[src/hw/rtl/irw_pkg.sv]
// Shared types and constants for the in-flight retransmit window.
package irw_pkg;

  localparam int SLOTS = 16;
  localparam int SLOT_W = (SLOTS > 1) ? $clog2(SLOTS) : 1;
  localparam int CNT_W = $clog2(SLOTS + 1);

  localparam logic [1:0] REQ_TRACK = 2'd0;
  localparam logic [1:0] REQ_ACK = 2'd1;
  localparam logic [1:0] REQ_SCAN = 2'd2;
  localparam logic [1:0] REQ_CLEAR = 2'd3;

  localparam logic [2:0] KIND_TRACK = 3'd0;
  localparam logic [2:0] KIND_ACK = 3'd1;
  localparam logic [2:0] KIND_RESEND = 3'd2;
  localparam logic [2:0] KIND_SCAN = 3'd3;
  localparam logic [2:0] KIND_CLEAR = 3'd4;

  localparam logic REG_MAX_RETRIES = 1'b0;
  localparam logic REG_INTERVAL = 1'b1;

  typedef struct packed {
    logic [1:0] req_type;
    logic [31:0] request_id;
    logic [15:0] record_count;
    logic [31:0] buffer_offset;
    logic [47:0] now_ms;
  } req_t;

  typedef struct packed {
    logic [2:0] result_kind;
    logic accepted;
    logic [15:0] acked_records;
    logic [31:0] resend_offset;
    logic [4:0] resend_count;
    logic [4:0] inflight_slots;
    logic [19:0] lost_records;
    logic [31:0] resend_total_out;
    logic last;
  } rsp_t;

  // One slot record as held in the slot memory.
  typedef struct packed {
    logic [15:0] records;
    logic [31:0] offset;
    logic [47:0] sent_time;
    logic [7:0] retries;
  } slot_t;

endpackage

[src/hw/rtl/irw_slot_ram.sv]
// Slot record memory: one write port, one registered read port.
module irw_slot_ram (
  input  logic                        clk,
  input  logic                        we,
  input  logic [irw_pkg::SLOT_W-1:0]  waddr,
  input  irw_pkg::slot_t              wdata,
  input  logic [irw_pkg::SLOT_W-1:0]  raddr,
  output irw_pkg::slot_t              rdata
);

  irw_pkg::slot_t mem [irw_pkg::SLOTS];

  always_ff @(posedge clk) begin
    if (we) begin
      mem[waddr] <= wdata;
    end
    rdata <= mem[raddr];
  end

endmodule

[src/hw/rtl/inflight_retransmit_window_core.sv]
// Top level of the in-flight retransmit window.
//
// Usage:
//   Requests enter on in_valid/in_ready as one req_t transaction. Results
//   leave on out_valid/out_ready as rsp_t transactions, with last set on the
//   final result of each request. Configuration is written on cfg_we with
//   cfg_index (0 max_retries, 1 retry_interval_ms) and cfg_data; the user
//   must write it only while the block is idle; the block does not enforce it.
//   Slot ids and record counts sit in registers, so the free-slot and id-match
//   searches are one priority encode. Occupancy and lost records are kept as
//   running counts. The rest of each slot lives in a registered-read memory;
//   the due test ignores whatever a free slot reads back.
//   Flow: a track, ack or clear result is registered from the execute state
//   once the result register is free, and the block then returns to idle, so
//   a new request is taken only after the last result is registered. A scan
//   walks the slots in turn, each through a read state and then a check state
//   that compares and writes back; after the last slot the finish state
//   registers the closing result and the block returns to idle.
//   Reset clears every busy flag, the counts and the resend total and loads the
//   register defaults; no memory sweep is needed. When out_ready is low the
//   result register holds and the sequencer waits; nothing is dropped.
module inflight_retransmit_window_core (
  input  logic            clk,
  input  logic            rst,
  input  logic            in_valid,
  output logic            in_ready,
  input  irw_pkg::req_t   in_data,
  output logic            out_valid,
  input  logic            out_ready,
  output irw_pkg::rsp_t   out_data,
  input  logic            cfg_we,
  input  logic [0:0]      cfg_index,
  input  logic [31:0]     cfg_data
);

  typedef enum logic [2:0] {
    ST_IDLE, ST_EXEC, ST_READ, ST_CHECK, ST_FINISH
  } state_t;

  state_t state;
  irw_pkg::req_t req;
  logic [7:0] max_retries;
  logic [31:0] retry_interval_ms;
  logic [31:0] resend_total;
  logic [31:0] ids [irw_pkg::SLOTS];
  logic [irw_pkg::SLOTS-1:0] busy;
  logic [15:0] recs [irw_pkg::SLOTS];
  logic [irw_pkg::SLOT_W-1:0] idx;
  logic [irw_pkg::CNT_W-1:0] scan_cnt;
  logic [4:0] occ;
  logic [19:0] lost;

  // Slot memory port signals.
  logic ram_we;
  logic [irw_pkg::SLOT_W-1:0] ram_waddr, ram_raddr;
  irw_pkg::slot_t ram_wdata, ram_rdata;

  irw_slot_ram u_ram (
    .clk(clk), .we(ram_we), .waddr(ram_waddr), .wdata(ram_wdata),
    .raddr(ram_raddr), .rdata(ram_rdata)
  );

  // Lowest free slot and lowest id match.
  logic free_hit, id_hit;
  logic [irw_pkg::SLOT_W-1:0] free_idx, id_idx;
  always_comb begin
    free_hit = 1'b0;
    id_hit = 1'b0;
    free_idx = '0;
    id_idx = '0;
    for (int j = irw_pkg::SLOTS - 1; j >= 0; j--) begin
      if (!busy[j]) begin
        free_hit = 1'b1;
        free_idx = irw_pkg::SLOT_W'(j);
      end
      if (busy[j] && ids[j] == req.request_id) begin
        id_hit = 1'b1;
        id_idx = irw_pkg::SLOT_W'(j);
      end
    end
  end

  logic ack_hit;
  assign ack_hit = (req.request_id != '0) && id_hit;

  // Due test on the slot just read.
  logic [47:0] age;
  logic due;
  always_comb begin
    age = req.now_ms - ram_rdata.sent_time;
    due = busy[idx] && (ram_rdata.retries < max_retries) &&
          (req.now_ms >= ram_rdata.sent_time) && (age >= 48'(retry_interval_ms));
  end

  logic last_slot;
  assign last_slot = (32'(idx) == 32'(irw_pkg::SLOTS - 1));

  // The result register can take a new result this cycle.
  logic out_free;
  assign out_free = !out_valid || out_ready;

  assign in_ready = (state == ST_IDLE);
  assign ram_raddr = idx;

  // Next result, next counts and the slot memory write for this step.
  logic load_out;
  irw_pkg::rsp_t out_next;
  logic [4:0] occ_next;
  logic [19:0] lost_next;
  always_comb begin
    load_out = 1'b0;
    out_next = '0;
    out_next.resend_total_out = resend_total;
    occ_next = occ;
    lost_next = lost;
    ram_we = 1'b0;
    ram_waddr = idx;
    ram_wdata = ram_rdata;
    case (state)
      ST_EXEC: begin
        load_out = out_free;
        out_next.last = 1'b1;
        case (req.req_type)
          irw_pkg::REQ_TRACK: begin
            out_next.result_kind = irw_pkg::KIND_TRACK;
            out_next.accepted = free_hit;
            if (free_hit && req.request_id != '0) begin
              occ_next = occ + 5'd1;
              lost_next = lost + 20'(req.record_count);
            end
            ram_we = out_free && free_hit;
            ram_waddr = free_idx;
            ram_wdata.records = req.record_count;
            ram_wdata.offset = req.buffer_offset;
            ram_wdata.sent_time = req.now_ms;
            ram_wdata.retries = '0;
          end
          irw_pkg::REQ_ACK: begin
            out_next.result_kind = irw_pkg::KIND_ACK;
            if (ack_hit) begin
              out_next.acked_records = recs[id_idx];
              occ_next = occ - 5'd1;
              lost_next = lost - 20'(recs[id_idx]);
            end
          end
          irw_pkg::REQ_CLEAR: begin
            out_next.result_kind = irw_pkg::KIND_CLEAR;
            occ_next = '0;
            lost_next = '0;
          end
          default: ;
        endcase
      end
      ST_CHECK: begin
        if (due) begin
          // Restamp and bump the slot being resent.
          load_out = out_free;
          ram_we = out_free;
          ram_wdata.sent_time = req.now_ms;
          ram_wdata.retries = ram_rdata.retries + 8'd1;
          out_next.result_kind = irw_pkg::KIND_RESEND;
          out_next.resend_offset = ram_rdata.offset;
          out_next.resend_total_out = resend_total + 32'd1;
        end
      end
      ST_FINISH: begin
        load_out = out_free;
        out_next.result_kind = irw_pkg::KIND_SCAN;
        out_next.resend_count = 5'(scan_cnt);
        out_next.last = 1'b1;
      end
      default: ;
    endcase
    out_next.inflight_slots = occ_next;
    out_next.lost_records = lost_next;
  end

  always_ff @(posedge clk) begin
    if (rst) begin
      state <= ST_IDLE;
      busy <= '0;
      out_valid <= 1'b0;
      resend_total <= '0;
      max_retries <= 8'd3;
      retry_interval_ms <= 32'd1000;
      idx <= '0;
      scan_cnt <= '0;
      occ <= '0;
      lost <= '0;
    end else begin
      if (cfg_we) begin
        case (cfg_index)
          irw_pkg::REG_MAX_RETRIES: max_retries <= cfg_data[7:0];
          irw_pkg::REG_INTERVAL: retry_interval_ms <= cfg_data;
          default: ;
        endcase
      end
      // Hold a result until it is taken, load the next one when free.
      out_valid <= load_out || (out_valid && !out_ready);
      if (load_out) begin
        out_data <= out_next;
      end
      case (state)
        ST_IDLE: begin
          if (in_valid && in_ready) begin
            req <= in_data;
            idx <= '0;
            scan_cnt <= '0;
            state <= (in_data.req_type == irw_pkg::REQ_SCAN) ? ST_READ : ST_EXEC;
          end
        end
        ST_EXEC: begin
          // Commit the slot update together with its result.
          if (load_out) begin
            occ <= occ_next;
            lost <= lost_next;
            case (req.req_type)
              irw_pkg::REQ_TRACK: begin
                if (free_hit) begin
                  ids[free_idx] <= req.request_id;
                  recs[free_idx] <= req.record_count;
                  busy[free_idx] <= (req.request_id != '0);
                end
              end
              irw_pkg::REQ_ACK: begin
                if (ack_hit) begin
                  busy[id_idx] <= 1'b0;
                end
              end
              irw_pkg::REQ_CLEAR: busy <= '0;
              default: ;
            endcase
            state <= ST_IDLE;
          end
        end
        ST_READ: state <= ST_CHECK;
        ST_CHECK: begin
          // Wait on a due slot until its result fits, then advance.
          if (!due || load_out) begin
            if (due) begin
              resend_total <= resend_total + 32'd1;
              scan_cnt <= scan_cnt + 1'b1;
            end
            if (last_slot) begin
              state <= ST_FINISH;
            end else begin
              idx <= idx + 1'b1;
              state <= ST_READ;
            end
          end
        end
        ST_FINISH: begin
          if (load_out) begin
            state <= ST_IDLE;
          end
        end
        default: state <= ST_IDLE;
      endcase
    end
  end

  a_no_accept_busy: assert property (@(posedge clk) disable iff (rst)
    (state != ST_IDLE) |-> !in_ready) else $error("accept while busy");
  a_out_hold: assert property (@(posedge clk) disable iff (rst)
    (out_valid && !out_ready) |=> (out_valid && $stable(out_data)))
    else $error("result dropped or changed");
  a_scan_bound: assert property (@(posedge clk) disable iff (rst)
    32'(scan_cnt) <= irw_pkg::SLOTS) else $error("scan count overflow");
  a_occ_match: assert property (@(posedge clk) disable iff (rst)
    32'(occ) == $countones(busy)) else $error("occupancy count off");

endmodule
[config.mk]
export PLATFORM = sky130hd
export DESIGN_NAME = inflight_retransmit_window_core
export DESIGN_NICKNAME = d
export VERILOG_FILES = /design/src/hw/rtl/irw_pkg.sv /design/src/hw/rtl/irw_slot_ram.sv /design/src/hw/rtl/inflight_retransmit_window_core.sv
export SDC_FILE = /design/constraint.sdc
export NUM_CORES = 2
export LEC_CHECK = 0
export BUFFER_PORTS_ARGS = -buffer_cell sky130_fd_sc_hd__clkbuf_2
export CORE_ASPECT_RATIO = 0.9
export CORE_MARGIN = 4
export CORE_UTILIZATION = 60
export CTS_CLUSTER_SIZE = 25
export DETAILED_ROUTE_END_ITERATION = 8
export GPL_TIMING_DRIVEN = 0
export PLACE_DENSITY = 0.77
export REMOVE_ABC_BUFFERS = 1
export SLEW_MARGIN = 20
export SYNTH_ARGS = -nofsm -noshare
export SYNTH_HDL_FRONTEND = slang
export SYNTH_HIERARCHICAL = 1
export SYNTH_SLANG_ARGS = --single-unit
[constraint.sdc]
create_clock -name clk -period 40.9 [get_ports clk]
set_clock_uncertainty 0.2 [all_clocks]
set_input_delay 4.09 -clock clk [delete_from_list [all_inputs] [get_ports clk]]
set_output_delay 4.09 -clock clk [all_outputs]
set_load 0.05 [all_outputs]
# ---- After elaboration in Yosys (flattened, before gate mapping)
# Memories as Yosys holds them, arrays and structs flattened. A register that Yosys moved wholly into a read port is not among the register bits.
# Index checks and enable logic that the tools add are counted.
dict set report word_totals {
  register_bits 371
  latch_bits 0
  ramBits 2432
  rom_bits 0
  inputBits 168
  elab_cells 250
  mem_count 3
}
dict set report classes {
  add_sub_neg 9
  multipliers 0
  div_mod_pow 0
  n_lt_le_gt_ge 8
  n_eq_ne 31
  shift 0
  n_mux 120
  n_bitwise 4
  reduce_logical 51
}
# memory depth width read_ports rd_ports_with_merged_regs wr line
set mem_list {}
lappend mem_list {u_ram.mem 16 104 1 1 1 irw_slot_ram.sv:11} ;# irw_pkg::slot_t mem [irw_pkg::SLOTS];
lappend mem_list {ids 16 32 16 0 1 inflight_retransmit_window_core.sv:45} ;# logic [31:0] ids [irw_pkg::SLOTS];
lappend mem_list {recs 16 16 1 0 1 inflight_retransmit_window_core.sv:47} ;# logic [15:0] recs [irw_pkg::SLOTS];
# cell n
set ops {}
lappend ops {{== test 32 bit} 16}
lappend ops {{two-way mux 4 bit} 37}
lappend ops {{case mux 56 bit (2 select lines)} 1}
lappend ops {{two-way mux 104 bit} 1}
lappend ops {{two-way mux 32 bit} 2}
lappend ops {{two-way mux 20 bit} 3}
lappend ops {{case mux 20 bit (3 select lines)} 1}
lappend ops {{two-way mux 56 bit} 1}
lappend ops {{greater-or-equal comparator 48 x 32 -> 1 bit} 1}
lappend ops {{greater-or-equal comparator 48 bit} 1}
lappend ops {{two-way mux 48 bit} 1}
lappend ops {{case mux 16 bit (3 select lines)} 1}
lappend ops {{subtractor 48 bit} 1}
lappend ops {{two-way mux 1 bit} 46}
lappend ops {{adder 32 x 1 -> 32 bit (second input constant)} 1}
lappend ops {{two-way mux 16 bit} 2}
lappend ops {{nonzero test 32 bit} 1}
lappend ops {{two-way mux 5 bit} 6}
lappend ops {{logical AND 1 bit} 26}
lappend ops {{adder 20 x 16 -> 20 bit} 1}
lappend ops {{subtractor 20 x 16 -> 20 bit} 1}
lappend ops {{bitwise AND 16 bit} 1}
lappend ops {{bitwise mux 16 bit} 1}
lappend ops {{inverter 16 bit} 1}
lappend ops {{other kinds (38)} 69}

# ---- Logic depth before layout (Yosys ltp)
# An unclocked memory read counts as a cell.
dict set report logic_depth {
  word_depth 27
  depth_mapped 30
  depth_no_buf 28
}

# ---- Hierarchy
# The synthesis kept the hierarchy.
# mod instances cells_per_inst area_per_inst_um2 seq_area_each_um2
set modules_own_cells {}
lappend modules_own_cells {irw_slot_ram 1 2662 64257.9 52049.9}
lappend modules_own_cells {inflight_retransmit_window_core 1 4746 55869.8 32941.6}

# ---- Worst setup path before layout
# Ideal clock, no wire load.
dict set report synth_path {
  kind {input to register}
  start {input port out_ready}
  end {memory u_ram/mem[0][0] (netlist name) (enable)}
  arrival_ns 12.779
  required_ns 40.006
  setup_slack_ns 27.227
  cell_stages 8
  n_path_buf 3
  cell_sequence {nand2b_1 -> clkbuf_1 -> clkbuf_1 -> clkbuf_1 -> nand2_1 -> a21oi_1 -> or3b_2 -> nor3_1}
}
dict set report synth_via {
  elab_chain_cells 6
}
# element line
set synth_lines {}
lappend synth_lines {{start: declaration} inflight_retransmit_window_core.sv:29} ;# input logic out_ready,
lappend synth_lines {{logical OR 1 bit (*)} inflight_retransmit_window_core.sv:100} ;# assign out_free = !out_valid || out_ready;
lappend synth_lines {{logical AND 1 bit} inflight_retransmit_window_core.sv:131} ;# ram_we = out_free && free_hit;
lappend synth_lines {{two-way mux 1 bit} inflight_retransmit_window_core.sv:123} ;# case (req.req_type)
lappend synth_lines {{case mux 1 bit (2 select lines) (*)} inflight_retransmit_window_core.sv:119} ;# case (state)
lappend synth_lines {{net ram_we} inflight_retransmit_window_core.sv:54} ;# logic ram_we;
lappend synth_lines {{two-way mux 1 bit (*)} irw_slot_ram.sv:14} ;# if (we) begin
lappend synth_lines {{two-way mux 1 bit (implied by the code) (*)} irw_slot_ram.sv:15} ;# mem[waddr] <= wdata;
lappend synth_lines {{end: declaration} irw_slot_ram.sv:11}
# Mark *: on every way through the listed nets, which the timed path passes. The rest lies on a longest branch.

# ---- Worst setup path in the final report
dict set report layout_path {
  start {register req[0] (netlist name)}
  end {memory u_ram/mem[0][27] (netlist name) (enable)}
}
dict set report layout_via {
  elab_chain_cells 7
}
# element line
set layout_lines {}
lappend layout_lines {{start: declaration} inflight_retransmit_window_core.sv:41} ;# irw_pkg::req_t req;
lappend layout_lines {{start signal: assignment} inflight_retransmit_window_core.sv:206} ;# req <= in_data;
lappend layout_lines {{subtractor 48 bit / greater-or-equal comparator 48 bit (equally long branches)} {inflight_retransmit_window_core.sv:90, inflight_retransmit_window_core.sv:92}}
lappend layout_lines {{greater-or-equal comparator 48 x 32 -> 1 bit / logical AND 1 bit (equally long branches)} {inflight_retransmit_window_core.sv:92, inflight_retransmit_window_core.sv:91}}
lappend layout_lines {{logical AND 1 bit (*)} inflight_retransmit_window_core.sv:92} ;# (req.now_ms >= ram_rdata.sent_time) && (age >= 48'(retry_interval_ms));
lappend layout_lines {{two-way mux 1 bit (*)} inflight_retransmit_window_core.sv:155} ;# if (due) begin
lappend layout_lines {{case mux 1 bit (2 select lines) (*)} inflight_retransmit_window_core.sv:119}
lappend layout_lines {{net ram_we} inflight_retransmit_window_core.sv:54}
lappend layout_lines {{two-way mux 1 bit (*)} irw_slot_ram.sv:14}
lappend layout_lines {{two-way mux 1 bit (implied by the code) (*)} irw_slot_ram.sv:15}
# Marks and branches as above.

==> impl_metrics.csv <==
group,metric,value,unit
clocking,cts_root_buf,"clkbuf_16",
synth,netlist_area,0.110,mm2
grt,grt_pass1_wl,448000,um
grt,grt-ovfl-total,0,
clocking,clk_pin_slew,0.06,ns
grt,grt_max_degree,89,
routing,drtPass1Iterations,7,
sta,hold_viol_final,0,
setup_path,crit_fanout,22,
routing,drc,0,
cells_and_area,final_nets,7812,
min_path,hp-start,"retry_interval_ms[28]",
setup_path,timing.rr.start,"req[0]",
grt,grt_usage,31.8,%
sta,rsz0062_at_grt,"false",
clocking,insertion_delay,0.94,ns
clocking,hold_buffers,0,
setup_path,arrival,10.10,ns
cells_and_area,multi_input_area,0.0312,mm2
routing,drt_wl_total,305000,um
place,dpl.cell_count,9635,
routing,vias,67976,
floorplanning,die_h,414,um
clocking,cts_setup_buffers,0,
sta,tightest_slew,1.20,ns
clocking,cts_tree,"yes",
setup_path,cp-end-kind,"register",
setup_path,r2r_end,"u_ram/mem[0][27]",
sta,min_period,9.67,ns
clocking,post_cts_resized,0,
setup_path,critPathKind,"register to register",
sta,finalMaxSlewViolations,0,
routing,top_layer,"met5",
setup_path,worst_path_most_repeated_cell,"buf_4",
clocking,htree_levels,5,
grt,grt_pass1_vias,67940,
run,drv_cap,0,
clocking,clkSinkCount,2635,
routing,wl_per_cell,30.2,um
cells_and_area,fin_cells,10115,
floorplanning,die_w,460,um
sta,maxSlewHeadroom,19.6,%
clocking,max-clock-path-buffers,4,
grt,antenna_found_initial,10,
power_and_ir_drop,ir_drop,54.1,uV
place,place_congestion,0.928,
cells_and_area,seq_area,0.0770,mm2
synth,synth_area_per_cell,15.8,um2
sta,finalCritPeriodShare,23.6,%
setup_path,reg2reg_depth,36,
cells_and_area,final.fill_count,10749,
cells_and_area,drive_above_1_share,19.6,%
min_path,hold_path.class,"register to register",
sta,setup_viol,0,
floorplanning,start_util,60.6,%
cells_and_area,syn_to_final_growth,16.4,%
routing,wl_met3,31700,um
floorplanning,fp-row-count,148,
routing,via_per_inst,6.72,
status,status,"finished, final reports clean",
floorplanning,core-area,0.182,mm2
synth,ys_warn_count,6,
min_path,holdPathEnd,"retry_interval_ms[28]",
setup_path,crit_required,41.33,ns
power_and_ir_drop,p_leak,43.1,nW
routing,first_iter_violations,9827,
routing,routed-wl-met2,147000,um
sta,fmax,0.103,GHz
routing,antenna_left,0,
power_and_ir_drop,power_density,44.3,mW/mm2
place,hpwl,197000,um
floorplanning,io_pins,285,
sta,tns,0,ns
setup_path,critPathMaxStageDelay,0.80,ns
min_path,hold_depth,2,
place,portBuffers,284,
setup_path,cpMaxStageDelayCell,"nand2_1",
floorplanning,fp.dieArea,0.191,mm2
setup_path,start_kind,"register",
routing,met1_length,108000,um
synth,syn_inst,6968,
setup_path,reg2reg_slack,31.23,ns
clocking,cts_made_buffers,276,
## final cells by class
cell class / instances / area share, %
tap: 2400 / 2.34
timing repair buffer: 622 / 5.88
clock inverter: 132 / 1.05
sequential: 2635 / 60.0
multi-input combinational: 3774 / 24.3
inverter: 205 / 0.600
antenna: 5 / 0.00976
clock buffer: 342 / 5.75
## power breakdown
| part | leakage [nW] | internal [mW] | switching, mW |
|---|---|---|---|
| sequential | 23.6 | 2.95 | 0.0229 |
| clock | 4.28 | 1.45 | 1.03 |
| combinational | 15.2 | 0.0827 | 0.152 |
## critical path, delay by kind of cell, from the launching register on
kind | cells | cell delay, ns
flops | 1 | 0.51
buf+inv | 10 | 1.74
xor+xnor | 1 | 0.15
compound gates | 13 | 3.05
fa+ha+maj | 3 | 0.89
simple gates | 9 | 2.81
## metal layers
layer / global-route usage, % / vias to the layer above
met5: 0 / -
met4: 16.9 / 2
met3: 5.69 / 1033
met2: 50.7 / 4698
met1: 42.1 / 33930
li1: - / 28313
## placed cells by master (no fill, tap or decap), types with 27 or more instances in the layout
cell          n
nor3_1       96
bufinv_16    27
or3_1        42
clkbuf_16   282
a22oi_1     180
clkinv_2     42
xnor2_1     190
and3_1       61
o211ai_1     27
mux2_2       45
edfxtp_1   2421
nand2b_1     34
a21oi_1     214
clkbuf_1     51
xor2_1      410
dfxtp_1     212
mux4_2      357
buf_12       68
o21ai_0     127
nor2b_1      28
mux2i_1      39
inv_1       204
nand3_1     120
ha_1        127
clkinv_1     46
nand4_1     123
nor2_1      211
clkbuf_2    283
nor4_1      177
and2_1       30
a21o_1       45
a211oi_1     38
buf_8        74
nand2_1     549
o21a_1       27
nor2_4       32
buf_16      105
buf_4        72
## how the worst max path moves through the flow
| stage | start | end | depth (start not counted) |
|---|---|---|---|
| 2_1_floorplan | idx[0] | out_data[0] | 9 |
| 6_report | req[0] | u_ram/mem[0][27] | 36 |
| 3_5_place_dp | req[0] | out_data[72] | 37 |
| 5_1_grt | req[0] | u_ram/mem[0][27] | 36 |
| 4_1_cts | req[0] | out_data[67] | 37 |
| 3_3_place_gp | idx[0] | u_ram/mem[0][26] | 10 |
## through the flow
step | cell area, um2 | total power [mW] | utilization [%] | hold WS, ns | setup slack (ns)
after global placement | 113000 | 3.25 | 62.1 | 0.248 | -2.64
after CTS | 128000 | 5.70 | 70.6 | 0.259 | 31.29
after detailed placement | 119000 | 3.25 | 65.8 | 0.250 | 31.41
after floorplan | 108000 | 3.16 | - | 0.230 | 14.02
after global routing | 128000 | 5.83 | 70.6 | 0.280 | 30.88
final | 128000 | 5.68 | 70.6 | 0.257 | 31.23
## flip-flops by register name, indices dropped and copies added, names as in the netlist, 8 cells and up, named ones only
| register | count |
|---|---|
| ids | 512 |
| max_retries | 8 |
| u_ram/rdata | 88 |
| u_ram/mem | 1408 |
| out_data | 115 |
| retry_interval_ms | 32 |
| lost | 20 |
| recs | 256 |
| resend_total | 32 |
| req | 130 |
(Power assumes the default switching activity.)
